--- src/rtl/cfti_pkg.sv ---
// Shared types and constants of the coolant flow and temperature interlock.
`timescale 1ns / 1ps

package cfti_pkg;

	// Configuration register indexes.
	typedef enum logic [2:0] {
		CFG_TEMP_CHECK_ON  = 3'd0,
		CFG_FLOW_CHECK_ON  = 3'd1,
		CFG_TEMP_WARN_DEG  = 3'd2,
		CFG_TEMP_ALARM_DEG = 3'd3,
		CFG_FLOW_WARN_LPH  = 3'd4,
		CFG_FLOW_ALARM_LPH = 3'd5,
		CFG_WINDOW_TICKS   = 3'd6
	} cfg_idx_t;

	// Event codes reported with every result item.
	typedef enum logic [2:0] {
		EV_NONE       = 3'd0,
		EV_TEMP_WARN  = 3'd1,
		EV_TEMP_ALARM = 3'd2,
		EV_FLOW_WARN  = 3'd3,
		EV_FLOW_ALARM = 3'd4
	} event_t;

	localparam int CfgIdxWidth  = 3;
	localparam int CfgDataWidth = 16;

	// Register values after reset.
	localparam logic        RstTempCheckOn  = 1'b1;
	localparam logic        RstFlowCheckOn  = 1'b1;
	localparam logic [7:0]  RstTempWarnDeg  = 8'd30;
	localparam logic [7:0]  RstTempAlarmDeg = 8'd40;
	localparam logic [7:0]  RstFlowWarnLph  = 8'd100;
	localparam logic [7:0]  RstFlowAlarmLph = 8'd50;
	localparam logic [15:0] RstWindowTicks  = 16'd1000;

	// Full set of configuration registers.
	typedef struct packed {
		logic        temp_check_on;
		logic        flow_check_on;
		logic [7:0]  temp_warn_deg;
		logic [7:0]  temp_alarm_deg;
		logic [7:0]  flow_warn_lph;
		logic [7:0]  flow_alarm_lph;
		logic [15:0] window_ticks;
	} cfg_t;

	// One input item.
	typedef struct packed {
		logic [3:0]        flow_pulses;
		logic              ms_tick;
		logic signed [11:0] temp_sample;
		logic              sensor_present;
		logic              clear_halt;
	} sample_t;

	// One result item.
	typedef struct packed {
		event_t      event_code;
		logic        halted;
		logic        estop;
		logic [15:0] flow_now;
		logic [10:0] temp_now;
		logic        temp_warning;
		logic        flow_warning;
		logic        value_changed;
	} result_t;

endpackage

--- src/rtl/cfti_if.sv ---
// Handshake interfaces for the sample, result and configuration channels.
`timescale 1ns / 1ps

interface cfti_sample_if;
	logic               valid;
	logic               ready;
	logic [3:0]         flow_pulses;
	logic               ms_tick;
	logic signed [11:0] temp_sample;
	logic               sensor_present;
	logic               clear_halt;

	modport source (output valid, flow_pulses, ms_tick, temp_sample, sensor_present,
		clear_halt, input ready);
	modport sink (input valid, flow_pulses, ms_tick, temp_sample, sensor_present,
		clear_halt, output ready);
endinterface

interface cfti_result_if;
	logic        valid;
	logic        ready;
	logic [2:0]  event_code;
	logic        halted;
	logic        estop;
	logic [15:0] flow_now;
	logic [10:0] temp_now;
	logic        temp_warning;
	logic        flow_warning;
	logic        value_changed;

	modport source (output valid, event_code, halted, estop, flow_now, temp_now,
		temp_warning, flow_warning, value_changed, input ready);
	modport sink (input valid, event_code, halted, estop, flow_now, temp_now,
		temp_warning, flow_warning, value_changed, output ready);
endinterface

interface cfti_cfg_if;
	logic                              valid;
	logic                              ready;
	logic [cfti_pkg::CfgIdxWidth-1:0]  index;
	logic [cfti_pkg::CfgDataWidth-1:0] wdata;

	modport source (output valid, index, wdata, input ready);
	modport sink (input valid, index, wdata, output ready);
endinterface

--- src/rtl/cfti_cfg_regs.sv ---
// Configuration register file of the interlock.
`timescale 1ns / 1ps

module cfti_cfg_regs (
	input  logic                              clk,
	input  logic                              arst_n,
	input  logic                              wr_en,
	input  logic [cfti_pkg::CfgIdxWidth-1:0]  wr_index,
	input  logic [cfti_pkg::CfgDataWidth-1:0] wr_data,
	output cfti_pkg::cfg_t                    cfg
);

	cfti_pkg::cfg_t cfg_q;

	// Write one register per handshake; unknown indexes are ignored.
	always_ff @(posedge clk or negedge arst_n) begin
		if (!arst_n) begin
			cfg_q.temp_check_on  <= cfti_pkg::RstTempCheckOn;
			cfg_q.flow_check_on  <= cfti_pkg::RstFlowCheckOn;
			cfg_q.temp_warn_deg  <= cfti_pkg::RstTempWarnDeg;
			cfg_q.temp_alarm_deg <= cfti_pkg::RstTempAlarmDeg;
			cfg_q.flow_warn_lph  <= cfti_pkg::RstFlowWarnLph;
			cfg_q.flow_alarm_lph <= cfti_pkg::RstFlowAlarmLph;
			cfg_q.window_ticks   <= cfti_pkg::RstWindowTicks;
		end else if (wr_en) begin
			unique case (cfti_pkg::cfg_idx_t'(wr_index))
				cfti_pkg::CFG_TEMP_CHECK_ON:  cfg_q.temp_check_on  <= wr_data[0];
				cfti_pkg::CFG_FLOW_CHECK_ON:  cfg_q.flow_check_on  <= wr_data[0];
				cfti_pkg::CFG_TEMP_WARN_DEG:  cfg_q.temp_warn_deg  <= wr_data[7:0];
				cfti_pkg::CFG_TEMP_ALARM_DEG: cfg_q.temp_alarm_deg <= wr_data[7:0];
				cfti_pkg::CFG_FLOW_WARN_LPH:  cfg_q.flow_warn_lph  <= wr_data[7:0];
				cfti_pkg::CFG_FLOW_ALARM_LPH: cfg_q.flow_alarm_lph <= wr_data[7:0];
				cfti_pkg::CFG_WINDOW_TICKS:   cfg_q.window_ticks   <= wr_data;
				default: ;
			endcase
		end
	end

	assign cfg = cfg_q;

endmodule

--- src/rtl/cfti_step.sv ---
// Measuring state and the threshold checks for one item.
`timescale 1ns / 1ps

module cfti_step (
	input  logic                clk,
	input  logic                arst_n,
	input  logic                fire,
	input  cfti_pkg::sample_t   sample,
	input  cfti_pkg::cfg_t      cfg,
	output cfti_pkg::result_t   result
);

	logic [15:0] pulse_q, elapsed_q, flow_q;
	logic [10:0] temp_q;
	logic        halt_q, estop_q;

	logic [15:0] pulse_c, elapsed_c, flow_c, win, flow_meas;
	logic [10:0] temp_c, temp_meas;
	logic [16:0] psum;
	logic [11:0] temp_warn_lim, temp_alarm_lim;
	logic        halt_c, estop_c, changed;
	logic        t_warn, t_alarm, f_warn, f_alarm;
	cfti_pkg::event_t code;

	// Clear, then measuring while not halted, then the checks on the held values.
	always_comb begin
		halt_c    = halt_q & ~sample.clear_halt;
		pulse_c   = sample.clear_halt ? 16'd0 : pulse_q;
		elapsed_c = sample.clear_halt ? 16'd0 : elapsed_q;
		flow_c    = flow_q;
		temp_c    = temp_q;
		changed   = 1'b0;
		win       = (cfg.window_ticks == 16'd0) ? 16'd1 : cfg.window_ticks;
		psum      = {1'b0, pulse_c} + {13'd0, sample.flow_pulses};
		flow_meas = 16'd0;
		temp_meas = 11'd0;

		if (!halt_c) begin
			pulse_c = psum[16] ? 16'hFFFF : psum[15:0];
			if (sample.ms_tick && elapsed_c != 16'hFFFF) begin
				elapsed_c = elapsed_c + 16'd1;
			end
			// Pulses times eight, saturating.
			flow_meas = (pulse_c[15:13] != 3'd0) ? 16'hFFFF : {pulse_c[12:0], 3'b000};
			// Negative samples and a missing sensor read as zero.
			temp_meas = (sample.sensor_present && !sample.temp_sample[11]) ?
				sample.temp_sample[10:0] : 11'd0;
			if (elapsed_c >= win) begin
				changed   = (flow_meas != flow_q) || (temp_meas != temp_q);
				flow_c    = flow_meas;
				temp_c    = temp_meas;
				pulse_c   = 16'd0;
				elapsed_c = 16'd0;
			end
		end

		// Degree thresholds scaled to tenths: x*8 + x*2.
		temp_warn_lim  = 12'({cfg.temp_warn_deg, 3'b000}) + 12'({cfg.temp_warn_deg, 1'b0});
		temp_alarm_lim = 12'({cfg.temp_alarm_deg, 3'b000}) + 12'({cfg.temp_alarm_deg, 1'b0});

		t_warn  = 1'b0;
		t_alarm = 1'b0;
		f_warn  = 1'b0;
		f_alarm = 1'b0;
		if (cfg.temp_check_on && sample.sensor_present) begin
			t_warn  = ({1'b0, temp_c} >= temp_warn_lim) && ({1'b0, temp_c} < temp_alarm_lim);
			t_alarm = {1'b0, temp_c} >= temp_alarm_lim;
		end
		if (cfg.flow_check_on) begin
			f_warn  = (flow_c > {8'd0, cfg.flow_alarm_lph}) &&
				(flow_c <= {8'd0, cfg.flow_warn_lph});
			f_alarm = flow_c <= {8'd0, cfg.flow_alarm_lph};
		end

		// Alarms latch halt and drive the stop; warnings keep the stop level.
		estop_c = estop_q;
		priority if (t_alarm) begin
			code    = cfti_pkg::EV_TEMP_ALARM;
			estop_c = 1'b1;
			halt_c  = 1'b1;
		end else if (f_alarm) begin
			code    = cfti_pkg::EV_FLOW_ALARM;
			estop_c = 1'b1;
			halt_c  = 1'b1;
		end else if (t_warn) begin
			code = cfti_pkg::EV_TEMP_WARN;
		end else if (f_warn) begin
			code = cfti_pkg::EV_FLOW_WARN;
		end else begin
			code    = cfti_pkg::EV_NONE;
			estop_c = 1'b0;
		end
	end

	// State advances once per processed item.
	always_ff @(posedge clk or negedge arst_n) begin
		if (!arst_n) begin
			pulse_q   <= 16'd0;
			elapsed_q <= 16'd0;
			flow_q    <= 16'd0;
			temp_q    <= 11'd0;
			halt_q    <= 1'b0;
			estop_q   <= 1'b0;
		end else if (fire) begin
			pulse_q   <= pulse_c;
			elapsed_q <= elapsed_c;
			flow_q    <= flow_c;
			temp_q    <= temp_c;
			halt_q    <= halt_c;
			estop_q   <= estop_c;
		end
	end

	always_comb begin
		result.event_code    = code;
		result.halted        = halt_c;
		result.estop         = estop_c;
		result.flow_now      = flow_c;
		result.temp_now      = temp_c;
		result.temp_warning  = t_warn;
		result.flow_warning  = f_warn;
		result.value_changed = changed;
	end

endmodule

--- src/rtl/coolant_flow_temp_interlock.sv ---
// Top level of the coolant flow and temperature interlock.
//
// Usage:
// Each item on the sample channel carries the flow pulses seen since the last
// item, a millisecond tick, the temperature sample and the clear request. Every
// sample item yields exactly one item on the result channel with the event code,
// halt and stop levels, the held flow and temperature and the warning flags.
// Registers are written over the cfg channel, which is always ready; write only
// while no item is in flight.
// The item is held in the input register, then the measuring state and the checks
// update in a single pass and load the result register. One item is accepted every
// cycle while the receiver takes results.
// When the receiver stalls, the result register holds its item and the input
// register fills; the sample channel drops ready once both are occupied.
// Reset clears the measuring state, the halt latch and the stop level, and loads
// the default thresholds and a window of 1000 ticks. No clearing pass is needed.
`timescale 1ns / 1ps

module coolant_flow_temp_interlock (
	input  logic                 clk,
	input  logic                 arst_n,
	cfti_sample_if.sink          sample,
	cfti_result_if.source        result,
	cfti_cfg_if.sink             cfg
);

	cfti_pkg::cfg_t    cfg_regs;
	cfti_pkg::sample_t sample_s1;
	cfti_pkg::result_t step_res;
	cfti_pkg::result_t result_q;
	logic              valid_s1, out_valid_q, advance, fire, take;

	assign cfg.ready = 1'b1;

	cfti_cfg_regs u_cfg_regs (
		.clk      (clk),
		.arst_n   (arst_n),
		.wr_en    (cfg.valid),
		.wr_index (cfg.index),
		.wr_data  (cfg.wdata),
		.cfg      (cfg_regs)
	);

	// Handshake control: the output register frees the input stage.
	assign advance      = !out_valid_q || result.ready;
	assign fire         = valid_s1 && advance;
	assign sample.ready = !valid_s1 || advance;
	assign take         = sample.valid && sample.ready;

	// Input register.
	always_ff @(posedge clk or negedge arst_n) begin
		if (!arst_n) begin
			valid_s1 <= 1'b0;
		end else if (take) begin
			valid_s1 <= 1'b1;
		end else if (fire) begin
			valid_s1 <= 1'b0;
		end
	end

	always_ff @(posedge clk) begin
		if (take) begin
			sample_s1.flow_pulses    <= sample.flow_pulses;
			sample_s1.ms_tick        <= sample.ms_tick;
			sample_s1.temp_sample    <= sample.temp_sample;
			sample_s1.sensor_present <= sample.sensor_present;
			sample_s1.clear_halt     <= sample.clear_halt;
		end
	end

	cfti_step u_step (
		.clk    (clk),
		.arst_n (arst_n),
		.fire   (fire),
		.sample (sample_s1),
		.cfg    (cfg_regs),
		.result (step_res)
	);

	// Result register.
	always_ff @(posedge clk or negedge arst_n) begin
		if (!arst_n) begin
			out_valid_q <= 1'b0;
		end else if (advance) begin
			out_valid_q <= valid_s1;
		end
	end

	always_ff @(posedge clk) begin
		if (fire) begin
			result_q <= step_res;
		end
	end

	assign result.valid         = out_valid_q;
	assign result.event_code    = result_q.event_code;
	assign result.halted        = result_q.halted;
	assign result.estop         = result_q.estop;
	assign result.flow_now      = result_q.flow_now;
	assign result.temp_now      = result_q.temp_now;
	assign result.temp_warning  = result_q.temp_warning;
	assign result.flow_warning  = result_q.flow_warning;
	assign result.value_changed = result_q.value_changed;

	// An alarm always comes with halt and stop asserted.
	a_alarm_halts: assert property (@(posedge clk) disable iff (!arst_n)
		result.valid && (result.event_code == cfti_pkg::EV_TEMP_ALARM ||
		result.event_code == cfti_pkg::EV_FLOW_ALARM) |-> result.halted && result.estop)
		else $error("alarm without halt and stop");

	// With no event the stop is released.
	a_none_releases: assert property (@(posedge clk) disable iff (!arst_n)
		result.valid && result.event_code == cfti_pkg::EV_NONE |-> !result.estop)
		else $error("stop held with no event");

	// An accepted item occupies the input stage in the next cycle.
	a_take_fills: assert property (@(posedge clk) disable iff (!arst_n)
		take |=> valid_s1)
		else $error("accepted item lost from input stage");

endmodule

--- src/flat_wrapper.sv ---
// flat-port wrapper written by rule: the top's interface ports become plain ports
module coolant_flow_temp_interlock_flat 
  (clk, arst_n, sample_valid, sample_flow_pulses, sample_ms_tick, sample_temp_sample, sample_sensor_present, sample_clear_halt, sample_ready, result_valid, result_event_code, result_halted, result_estop, result_flow_now, result_temp_now, result_temp_warning, result_flow_warning, result_value_changed, result_ready, cfg_valid, cfg_index, cfg_wdata, cfg_ready);
  cfti_sample_if sample_i ();
  cfti_result_if result_i ();
  cfti_cfg_if cfg_i ();
  input  logic clk;
  input  logic arst_n;
  input wire logic [$bits(sample_i.valid)-1:0] sample_valid;
  input wire logic [$bits(sample_i.flow_pulses)-1:0] sample_flow_pulses;
  input wire logic [$bits(sample_i.ms_tick)-1:0] sample_ms_tick;
  input wire logic [$bits(sample_i.temp_sample)-1:0] sample_temp_sample;
  input wire logic [$bits(sample_i.sensor_present)-1:0] sample_sensor_present;
  input wire logic [$bits(sample_i.clear_halt)-1:0] sample_clear_halt;
  output wire logic [$bits(sample_i.ready)-1:0] sample_ready;
  output wire logic [$bits(result_i.valid)-1:0] result_valid;
  output wire logic [$bits(result_i.event_code)-1:0] result_event_code;
  output wire logic [$bits(result_i.halted)-1:0] result_halted;
  output wire logic [$bits(result_i.estop)-1:0] result_estop;
  output wire logic [$bits(result_i.flow_now)-1:0] result_flow_now;
  output wire logic [$bits(result_i.temp_now)-1:0] result_temp_now;
  output wire logic [$bits(result_i.temp_warning)-1:0] result_temp_warning;
  output wire logic [$bits(result_i.flow_warning)-1:0] result_flow_warning;
  output wire logic [$bits(result_i.value_changed)-1:0] result_value_changed;
  input wire logic [$bits(result_i.ready)-1:0] result_ready;
  input wire logic [$bits(cfg_i.valid)-1:0] cfg_valid;
  input wire logic [$bits(cfg_i.index)-1:0] cfg_index;
  input wire logic [$bits(cfg_i.wdata)-1:0] cfg_wdata;
  output wire logic [$bits(cfg_i.ready)-1:0] cfg_ready;
  assign sample_i.valid = sample_valid;
  assign sample_i.flow_pulses = sample_flow_pulses;
  assign sample_i.ms_tick = sample_ms_tick;
  assign sample_i.temp_sample = sample_temp_sample;
  assign sample_i.sensor_present = sample_sensor_present;
  assign sample_i.clear_halt = sample_clear_halt;
  assign sample_ready = sample_i.ready;
  assign result_valid = result_i.valid;
  assign result_event_code = result_i.event_code;
  assign result_halted = result_i.halted;
  assign result_estop = result_i.estop;
  assign result_flow_now = result_i.flow_now;
  assign result_temp_now = result_i.temp_now;
  assign result_temp_warning = result_i.temp_warning;
  assign result_flow_warning = result_i.flow_warning;
  assign result_value_changed = result_i.value_changed;
  assign result_i.ready = result_ready;
  assign cfg_i.valid = cfg_valid;
  assign cfg_i.index = cfg_index;
  assign cfg_i.wdata = cfg_wdata;
  assign cfg_ready = cfg_i.ready;
  coolant_flow_temp_interlock u_core (.clk(clk), .arst_n(arst_n), .sample(sample_i), .result(result_i), .cfg(cfg_i));
endmodule
--- config.mk ---
export PLATFORM = sky130hd
export DESIGN_NAME = coolant_flow_temp_interlock_flat
export DESIGN_NICKNAME = d
export VERILOG_FILES = /design/src/rtl/cfti_pkg.sv /design/src/rtl/cfti_if.sv /design/src/rtl/cfti_cfg_regs.sv /design/src/rtl/cfti_step.sv /design/src/rtl/coolant_flow_temp_interlock.sv /design/src/flat_wrapper.sv
export SDC_FILE = /design/constraint.sdc
export NUM_CORES = 1
export LEC_CHECK = 0
export ABC_CLOCK_PERIOD_IN_PS = 6550
export BUFFER_PORTS_ARGS = -buffer_cell sky130_fd_sc_hd__clkbuf_2
export CORE_UTILIZATION = 51
export DETAILED_ROUTE_END_ITERATION = 12
export GPL_TIMING_DRIVEN = 0
export PLACE_DENSITY = 0.72
export SLEW_MARGIN = 20
export SYNTH_ARGS = -nofsm -noshare
export SYNTH_HDL_FRONTEND = slang
export SYNTH_SLANG_ARGS = --single-unit
--- constraint.sdc ---
create_clock -name clk -period 6.55 [get_ports clk]
set_input_delay 0.655 -clock clk [delete_from_list [all_inputs] [get_ports clk]]
set_output_delay 0.655 -clock clk [all_outputs]
set_load 0.05 [all_outputs]
==> results of run 1 <==
per-layer routing:
layer	vias to the layer above	share of wire, %
met1	3684	45
met5	-	0
met3	54	4.2
li1	3721	-
met2	203	48
met4	0	2.8
through the flow:
step                      power (mW)  TNS [ns]
after global placement          2.96    -15.02
final                           4.04         0
after CTS                       4.03         0
after global routing            4.31   -0.0528
after floorplan                 2.62         0
after detailed placement        3.02    -15.80
how the worst max path moves through the flow:
stage                                        from                                end  slack [ns]  cells past startpoint
finish              u_core.sample_s1[0]$_DFFE_PP_      u_core.result.estop$_DFFE_PP_        0.25                     31
global route        u_core.sample_s1[0]$_DFFE_PP_  u_core.u_step.estop_q$_DFFE_PN0P_       -0.02                     34
CTS                 u_core.sample_s1[0]$_DFFE_PP_      u_core.result.estop$_DFFE_PP_        0.03                     33
detailed placement  u_core.sample_s1[0]$_DFFE_PP_      u_core.result.estop$_DFFE_PP_       -2.03                     30
global placement    u_core.sample_s1[0]$_DFFE_PP_      u_core.result.estop$_DFFE_PP_       -1.94                     31
floorplan           u_core.sample_s1[0]$_DFFE_PP_      u_core.result.estop$_DFFE_PP_        0.26                     32
cell type report:
type / count / area share, %
Buffer: 35 / 1.64
Clock buffer: 18 / 3.77
Clock inverter: 14 / 1.07
Inverter: 55 / 1.82
Multi-Input combinational cell: 710 / 45.2
Sequential cell: 167 / 39.3
Tap cell: 234 / 2.57
Timing Repair Buffer: 90 / 4.61
power breakdown:
| part | total (mW) | switching (mW) | internal, mW |
|---|---|---|---|
| Clock | 0.958 | 0.432 | 0.526 |
| Sequential | 1.54 | 0.199 | 1.34 |
| Combinational | 1.54 | 0.910 | 0.634 |
| Total | 4.04 | 1.54 | 2.50 |
state kept, by name, indices dropped and copies added, names as in the netlist:
signal                       cells
u_core.result.estop              1
u_core.result.event_code         3
u_core.result.flow_now          16
u_core.result.flow_warning       1
u_core.result.halted             1
u_core.result.temp_now          11
u_core.result.temp_warning       1
u_core.result.valid              1
u_core.result.value_changed      1
u_core.sample_s1                19
u_core.u_cfg_regs.cfg           50
u_core.u_step.elapsed_q         16
u_core.u_step.estop_q            1
u_core.u_step.flow_q            16
u_core.u_step.halt_q             1
u_core.u_step.pulse_q           16
u_core.u_step.temp_q            11
u_core.valid_s1                  1
placed cells by master (no fill, tap or decap), types with 5 or more instances in the layout:
master	count
inv_1	54
edfxtp_1	54
nand2_1	99
buf_4	14
a31oi_1	15
xor2_1	13
and3_1	6
clkbuf_1	23
dfrtp_1	93
clkbuf_16	17
nand2b_1	16
nand3b_1	7
mux2_2	53
nor2b_1	23
a21oi_1	36
o21ai_0	48
nand3_1	33
dfstp_2	20
nand4_1	13
nand4b_1	5
clkbuf_2	76
a22oi_1	5
mux2i_1	6
o31ai_1	18
xnor2_1	27
a21o_1	17
and2_1	5
nor4_1	7
ha_1	68
a211oi_1	6
nor2_1	67
a22o_1	9
o21a_1	8
o21bai_1	5
nor3_1	12
what timing repair did:
action                     4_1_cts  5_1_grt
buffers inserted                10        1
gates resized for setup         43       11
setup endpoints to repair       23        8
pin swaps                        9        6
cells by family (layout without fill, tap and decap cells):
logic type      count (synthesis)  in the layout  share of synthesized area, %
compound gates                212            212                          14.3
xor+xnor                       41             41                          3.67
flops                         167            167                          45.7
fa+ha+maj                      72             72                          9.43
mux                            60             60                          6.86
buf+inv                        90            212                          3.55
other cells                     1              1                        0.0383
simple gates                  324            324                          16.5
==> results.cfg, run 1 <==
[sta]
skew_ns = 0.00822
drv_slew = 0
slew_headroom_pct = 30.5
tightest_slew_ns = 1.04
post-route-period-util_pct = 96.2
layout_setup_ws_ns = 0.247
hold_viol_final = 0
whs_ns = 0.172
max_freq_ghz = 0.159
finalSetupViolCount = 0
layout_min_cycle_time_ns = 6.30

[route]
num_vias = 7662
avgViaCountPerCell = 5.79
route.detailed.drc = 0
postRouteAntennaNets = 0
wire_per_inst_um = 17.8
firstDrtPassIters = 4
totalWireLength_um = 23500
drtIter0Drc = 545

[clock_network]
htreeDepth = 4
clk_pin_slew_ns = 0.07
clock_tree.buffer_depth = 2
cts-root-buf = clkbuf_16
clkLatencyLatePin_ns = 0.43
cts.sinks = 167
numCtsBuffers = 17
hold_buffers = 0
cts_tree = done

[global_route]
met3_usage_pct = 3.63
met2_usage_pct = 40.4
grt_pass1_wl_um = 38300
gr-usage-all-layers_pct = 25.0
antenna_found_initial = 0
grt_max_degree = 67
top_usage_layer = met2
met1_usage_pct = 33.8
overflow = 0
grt_pass1_vias = 7440

[yosys]
synthCells = 967
synth_flop_cell = dfrtp_1
synth-seq-area-share_pct = 45.7
synth_most_common_cell = nand2_1
synthArstFlopShare_pct = 67.7
synthTopCellsByArea = dfrtp_1 (24%), edfxtp_1 (17%), ha_1 (8.8%)
synth_top_area_cell = dfrtp_1
syn_area_per_cell_um2 = 10.1
synthTopCellsByCount = nand2_1 (102), dfrtp_1 (93), nor2_1 (70), ha_1 (69)
yosys_register_bits = 167
synth_top_area_share_pct = 23.8
syn_nets = 1082
syn_area_um2 = 9790
yosysWarnings = 0
synth_cell_type_count = 72
synth_edf_count = 54

[floorplan]
core_um2 = 18800
die_h_um = 141
rows = 50
die_x_um = 141
die_area_um2 = 19800
start_util_pct = 52.2
boundaryPins = 81

[critical_path]
cpPeakStageDelay_ns = 0.43
crit_path_end_kind = register
cp-start-kind = register
crit_type = reg2reg
r2r_setup_slack_ns = 0.25
r2r_start = u_core.sample_s1[0]$_DFFE_PP_
rr_worst_depth = 31
slowest_stage = edfxtp_1
path_delay_family = compound AO/OA/AOI/OAI gates
crit_buf_inv = 6
cp.required_ns = 6.81
arrival_ns = 6.57
r2r_end = u_core.result.estop$_DFFE_PP_
path_max_fanout = 10

[placement]
dp.cells = 1280
place_ws_ns = -2.03
portBuffers = 77
place_area_um2 = 10500
gp_congestion = 0.876
dp_hpwl_um = 17500

[cells_and_area]
nets = 1191
diodes = 0
drive_above_1_share_pct = 22.6
fill_cells = 1553
fin_area_um2 = 11400
multi_input_area_um2 = 5140
seq_area_um2 = 4470
area_delta_synth_final_pct = 16.1
layout.cells.non_filler = 1323
finalCoreUtilization_pct = 60.6

[min_path]
hp-class = in2async

[power]
power.leakage_nw = 4.95
peakVddDrop_mv = 0.203
p_per_area_nw_per_um2 = 355

[run_status]
outcome = finished clean

[run]
maxCapViolations = 0
Power figures use the tool's default switching activity.
==> run 2, diff against run 1 <==
Settings changed: REMOVE_ABC_BUFFERS from default to 1.
==> run 2 against run 1 <==
Net effect: die area did not move; clock skew rose by 0.0026 ns; critical path depth rose by 1; clock power up 9%; total power increased by 1.3%; design area barely moved; final cell count fell by 1.7%; largest cell class unchanged; highest routed layer unchanged.
==> results.cfg, run 2 (synthesized netlist as in run 1, its figures left out) <==
[placement]
dp_hpwl_um = 15800
place_area_um2 = 10400
gp_congestion = 0.851
portBuffers = 79

[sta]
finalSetupViolCount = 0
hold_viol_final = 0
layout_min_cycle_time_ns = 6.30
drv_slew = 0
post-route-period-util_pct = 96.2
max_freq_ghz = 0.159
skew_ns = 0.0108
slew_headroom_pct = 34.5
tightest_slew_ns = 0.982

[power]
peakVddDrop_mv = 0.219
power.leakage_nw = 4.97
power.total_mw = 4.09
p_per_area_nw_per_um2 = 360

[critical_path]
cpPeakStageDelay_ns = 0.48
path_max_fanout = 22
crit_type = reg2reg
rr_worst_depth = 32
arrival_ns = 6.60
slowest_stage = o41a_1
cp.required_ns = 6.85
cp-start-kind = register
crit_top_cell = nand3_1
crit_path_end_kind = register

[clock_network]
cts_tree = done
htreeDepth = 4
cts.sinks = 167
clk_pin_slew_ns = 0.07
cts-root-buf = clkbuf_16
hold_buffers = 0
numCtsBuffers = 17
clock_tree.buffer_depth = 2
clkLatencyLatePin_ns = 0.44

[global_route]
antenna_found_initial = 0
gr-usage-all-layers_pct = 23.3
grt_pass1_wl_um = 35900
grt_pass1_vias = 7024
overflow = 0
grt_max_degree = 88

[route]
avgViaCountPerCell = 5.84
postRouteAntennaNets = 0
drtIter0Drc = 516
num_vias = 7597
wire_per_inst_um = 17.4
firstDrtPassIters = 5
route.detailed.drc = 0
totalWireLength_um = 22700

[floorplan]
die_area_um2 = 19800
boundaryPins = 81
die_x_um = 141
core_um2 = 18800
die_h_um = 141
rows = 50
start_util_pct = 52.2

[cells_and_area]
area_delta_synth_final_pct = 16.1
diodes = 0
layout_commonest_cell = nand2_1
largest_register_ffs = 50
fin_area_um2 = 11400
final_cell_mix = nand2_1 (98), dfrtp_1 (93), clkbuf_2 (78)
nets = 1169
drive_above_1_share_pct = 23.2

[min_path]
hp-class = in2async

[run_status]
outcome = finished clean

[run]
maxCapViolations = 0
## run 2: cell types whose count changed in the layout (fill, tap and decap cells not counted), moves of 3 or more
| cell | before | now |
|---|---|---|
| buf_2 | 4 | 0 |
| clkbuf_1 | 23 | 1 |
| and2_4 | 0 | 3 |
| inv_4 | 4 | 1 |
## run 2: layer usage
metal	global-route usage, %	vias up	routed length (um)
li1	-	3669	-
met2	37.8	219	11000
met4	8.30	0	403
met1	32.0	3677	10200
met5	0	-	0
met3	3.57	32	1080
## run 2: what timing repair did
item                                    CTS  global route
gates cloned                              1             2
endpoints found under the hold margin     0             0
endpoints found under the setup margin    9             8
resized for setup                        17            20
pin swaps                                 0             9
setup buffers                             2            15
## run 2: worst max-delay path, delay by kind of cell (launching register included)
kind	cells	cell delay, ns
AO/OA/AOI/OAI	12	2.61
AND/OR/NAND/NOR	11	1.22
XOR/XNOR	1	0.22
flip-flops	1	0.42
buffers and inverters	5	0.84
adder cells (fa/ha/maj)	3	0.85
## run 2: stage by stage
step | hold WS [ns] | setup slack (ns) | setup TNS [ns] | utilization (%) | cells
5_1_grt | 0.112 | -0.0433 | -0.0836 | 60.6 | 1301
3_3_place_gp | 0.451 | -2.82 | -65.76 | 55.1 | 1245
2_1_floorplan | 0.359 | -0.249 | -1.04 | - | 932
3_5_place_dp | 0.457 | -1.41 | -11.09 | 55.7 | 1249
4_1_cts | 0.0997 | 0.0603 | 0 | 59.3 | 1284
6_report | 0.102 | 0.249 | 0 | 60.6 | 1301
## run 2: path summary, 6_finish.rpt
path | from | end | slack (ns)
max | u_core.sample_s1[0]$_DFFE_PP_ | u_core.u_step.estop_q$_DFFE_PN0P_ | 0.25
min | arst_n | u_core.u_step.pulse_q[0]$_DFFE_PN0P_ | 0.10
max reg2reg | u_core.sample_s1[0]$_DFFE_PP_ | u_core.u_step.estop_q$_DFFE_PN0P_ | 0.25
min reg2reg | u_core.u_step.pulse_q[3]$_DFFE_PN0P_ | u_core.u_step.pulse_q[3]$_DFFE_PN0P_ | 0.47
max in group asynchronous | arst_n | u_core.u_cfg_regs.cfg[49]$_DFFE_PN1P_ | 5.71
min in group clk | sample_temp_sample[2] | u_core.sample_s1[4]$_DFFE_PP_ | 0.39
## run 2: area by class of cell
class                   count  area, um2
clock inverters            14        173
flip-flops and latches    167       4470
clock buffers              18        429
multi-input cells         712       5140
repair buffers            101        651
fillers                  1531       7400
inverters                  55        209
well taps                 234        293
## run 2: power by group
| group | internal, mW | total, mW | switching, mW |
|---|---|---|---|
| clock | 0.603 | 1.04 | 0.435 |
| combinational | 0.629 | 1.52 | 0.891 |
| sequential | 1.34 | 1.53 | 0.196 |
| total | 2.57 | 4.09 | 1.52 |
==> run 3, diff against run 2 <==
--- a/config.mk
+++ b/config.mk
@@ -11,5 +11,5 @@
 export DETAILED_ROUTE_END_ITERATION = 12
 export GPL_TIMING_DRIVEN = 0
-export PLACE_DENSITY = 0.72
+export PLACE_DENSITY = 0.75
 export REMOVE_ABC_BUFFERS = 1
 export SLEW_MARGIN = 20
==> constraint.sdc (replaced) <==
create_clock -name clk -period 6.55 [get_ports clk]
set_input_delay 0.655 -clock clk [delete_from_list [all_inputs] [get_ports clk]]
set_output_delay 0.655 -clock clk [all_outputs]
set_load 0.01 [all_outputs]
==> run 3 against run 2 <==
Net effect: critical endpoint is now u_core.result.estop$_DFFE_PP_; wire length rose by 1.6%; core utilization barely moved; worst setup slack better by 0.0036 ns; die area stayed put; critical path type unchanged; total power fell by 1.2%; largest cell class unchanged; first-iteration DRC count down 0.97%; clock power hardly changed; final cell count fell by 0.23%; sequential share of layout area hardly changed; largest power group unchanged; register-to-register slack about the same; sequential power barely moved.
==> results.cfg, run 3 (synthesized netlist as in run 1, its figures left out) <==
[run_status]
outcome = finished clean

[sta]
slew_headroom_pct = 29.7
layout_setup_ws_ns = 0.253
hold_viol_final = 0
finalSetupViolCount = 0
layout_min_cycle_time_ns = 6.30
post-route-period-util_pct = 96.1
tightest_slew_ns = 1.05
drv_slew = 0
max_freq_ghz = 0.159
skew_ns = 0.00833

[cells_and_area]
largest_register_ffs = 50
layout_commonest_cell = nand2_1
nets = 1166
area_delta_synth_final_pct = 16.2
layout.cells.non_filler = 1298
finalCoreUtilization_pct = 60.6
diodes = 0
final_cell_mix = nand2_1 (97), dfrtp_1 (93), clkbuf_2 (78)
drive_above_1_share_pct = 22.9

[clock_network]
cts-root-buf = clkbuf_16
clk_pin_slew_ns = 0.06
clock_tree.buffer_depth = 2
clkLatencyLatePin_ns = 0.44
hold_buffers = 0
cts_tree = done
numCtsBuffers = 17
htreeDepth = 4
cts.sinks = 167

[run]
maxCapViolations = 0

[route]
route.detailed.drc = 0
avgViaCountPerCell = 5.86
drtIter0Drc = 511
totalWireLength_um = 23000
wire_per_inst_um = 17.7
num_vias = 7607
firstDrtPassIters = 5
postRouteAntennaNets = 0

[floorplan]
start_util_pct = 52.2
die_x_um = 141
rows = 50
boundaryPins = 81
die_area_um2 = 19800
die_h_um = 141
core_um2 = 18800

[global_route]
grt_max_degree = 84
grt_pass1_vias = 7250
antenna_found_initial = 0
overflow = 0
grt_pass1_wl_um = 37000
gr-usage-all-layers_pct = 24.0

[critical_path]
slowest_stage = o41a_1
rr_worst_depth = 31
r2r_end = u_core.result.estop$_DFFE_PP_
crit_top_cell = nor2_1
cp-start-kind = register
r2r_start = u_core.sample_s1[0]$_DFFE_PP_
r2r_setup_slack_ns = 0.25
cp.required_ns = 6.73
cpPeakStageDelay_ns = 0.48
crit_path_end_kind = register
path_max_fanout = 22
arrival_ns = 6.48
crit_type = reg2reg

[power]
power.leakage_nw = 4.94
p_per_area_nw_per_um2 = 355
peakVddDrop_mv = 0.214
power.total_mw = 4.04

[placement]
place_ws_ns = -1.12
portBuffers = 79
dp_hpwl_um = 16000
dp.cells = 1249
gp_congestion = 0.841

[min_path]
hp-class = in2async
run 3: changes by cell type in the layout (fill, tap and decap cells not counted), sizes merged:
cell	before	now
buf	21	19
clkbuf	98	97
bufinv	3	4
clkinvlp	1	4
clkinv	7	3
run 3: metal layers:
metal | track usage [%] | up-vias | wire, um
met5 | 0 | - | 0
met4 | 7.21 | 0 | 398
met3 | 4.48 | 33 | 951
met2 | 40.3 | 194 | 11400
met1 | 31.8 | 3712 | 10300
li1 | - | 3668 | -
run 3: layout make-up:
class	count	area, um2
flip-flops and latches	167	4470
inverters	55	209
clock buffers	18	429
well taps	234	293
repair buffers	98	619
clock inverters	14	198
fillers	1526	7390
multi-input cells	712	5160
run 3: worst max-delay path by stage:
stage,startpoint,endpoint,cells past startpoint
CTS,u_core.sample_s1[0]$_DFFE_PP_,u_core.result.estop$_DFFE_PP_,29
global route,u_core.sample_s1[0]$_DFFE_PP_,u_core.result.estop$_DFFE_PP_,31
global placement,u_core.sample_s1[0]$_DFFE_PP_,u_core.result.estop$_DFFE_PP_,26
finish,u_core.sample_s1[0]$_DFFE_PP_,u_core.result.estop$_DFFE_PP_,31
floorplan,u_core.sample_s1[0]$_DFFE_PP_,u_core.result.estop$_DFFE_PP_,24
detailed placement,u_core.sample_s1[0]$_DFFE_PP_,u_core.result.estop$_DFFE_PP_,30
run 3: where the power goes:
group / total [mW] / internal, mW / switching, mW
combinational: 1.43 / 0.639 / 0.788
clock: 1.07 / 0.641 / 0.433
sequential: 1.54 / 1.34 / 0.204
total: 4.04 / 2.62 / 1.42
run 3: per-stage QoR:
stage / instance area (um2) / hold slack, ns / setup TNS [ns]
after floorplan: 9650 / 0.359 / -1.04
after global routing: 11400 / 0.125 / -0.257
final: 11400 / 0.114 / 0
after CTS: 11200 / 0.112 / 0
after global placement: 10300 / 0.452 / -60.99
after detailed placement: 10500 / 0.458 / -8.14
run 3: worst max-delay path, delay by kind of cell, from the launching register on:
family | cells | cell delay (ns)
AND/OR/NAND/NOR | 14 | 2.21
XOR/XNOR | 1 | 0.16
AO/OA/AOI/OAI | 10 | 1.90
buffers and inverters | 3 | 0.53
flip-flops | 1 | 0.43
adder cells (fa/ha/maj) | 3 | 0.77
run 3: what timing repair did:
action / CTS / global route
cloned: 1 / 1
pin swaps: 1 / 9
resized for setup: 20 / 18
endpoints found under the hold margin: 0 / 0
setup buffers: 1 / 14
endpoints found under the setup margin: 9 / 8
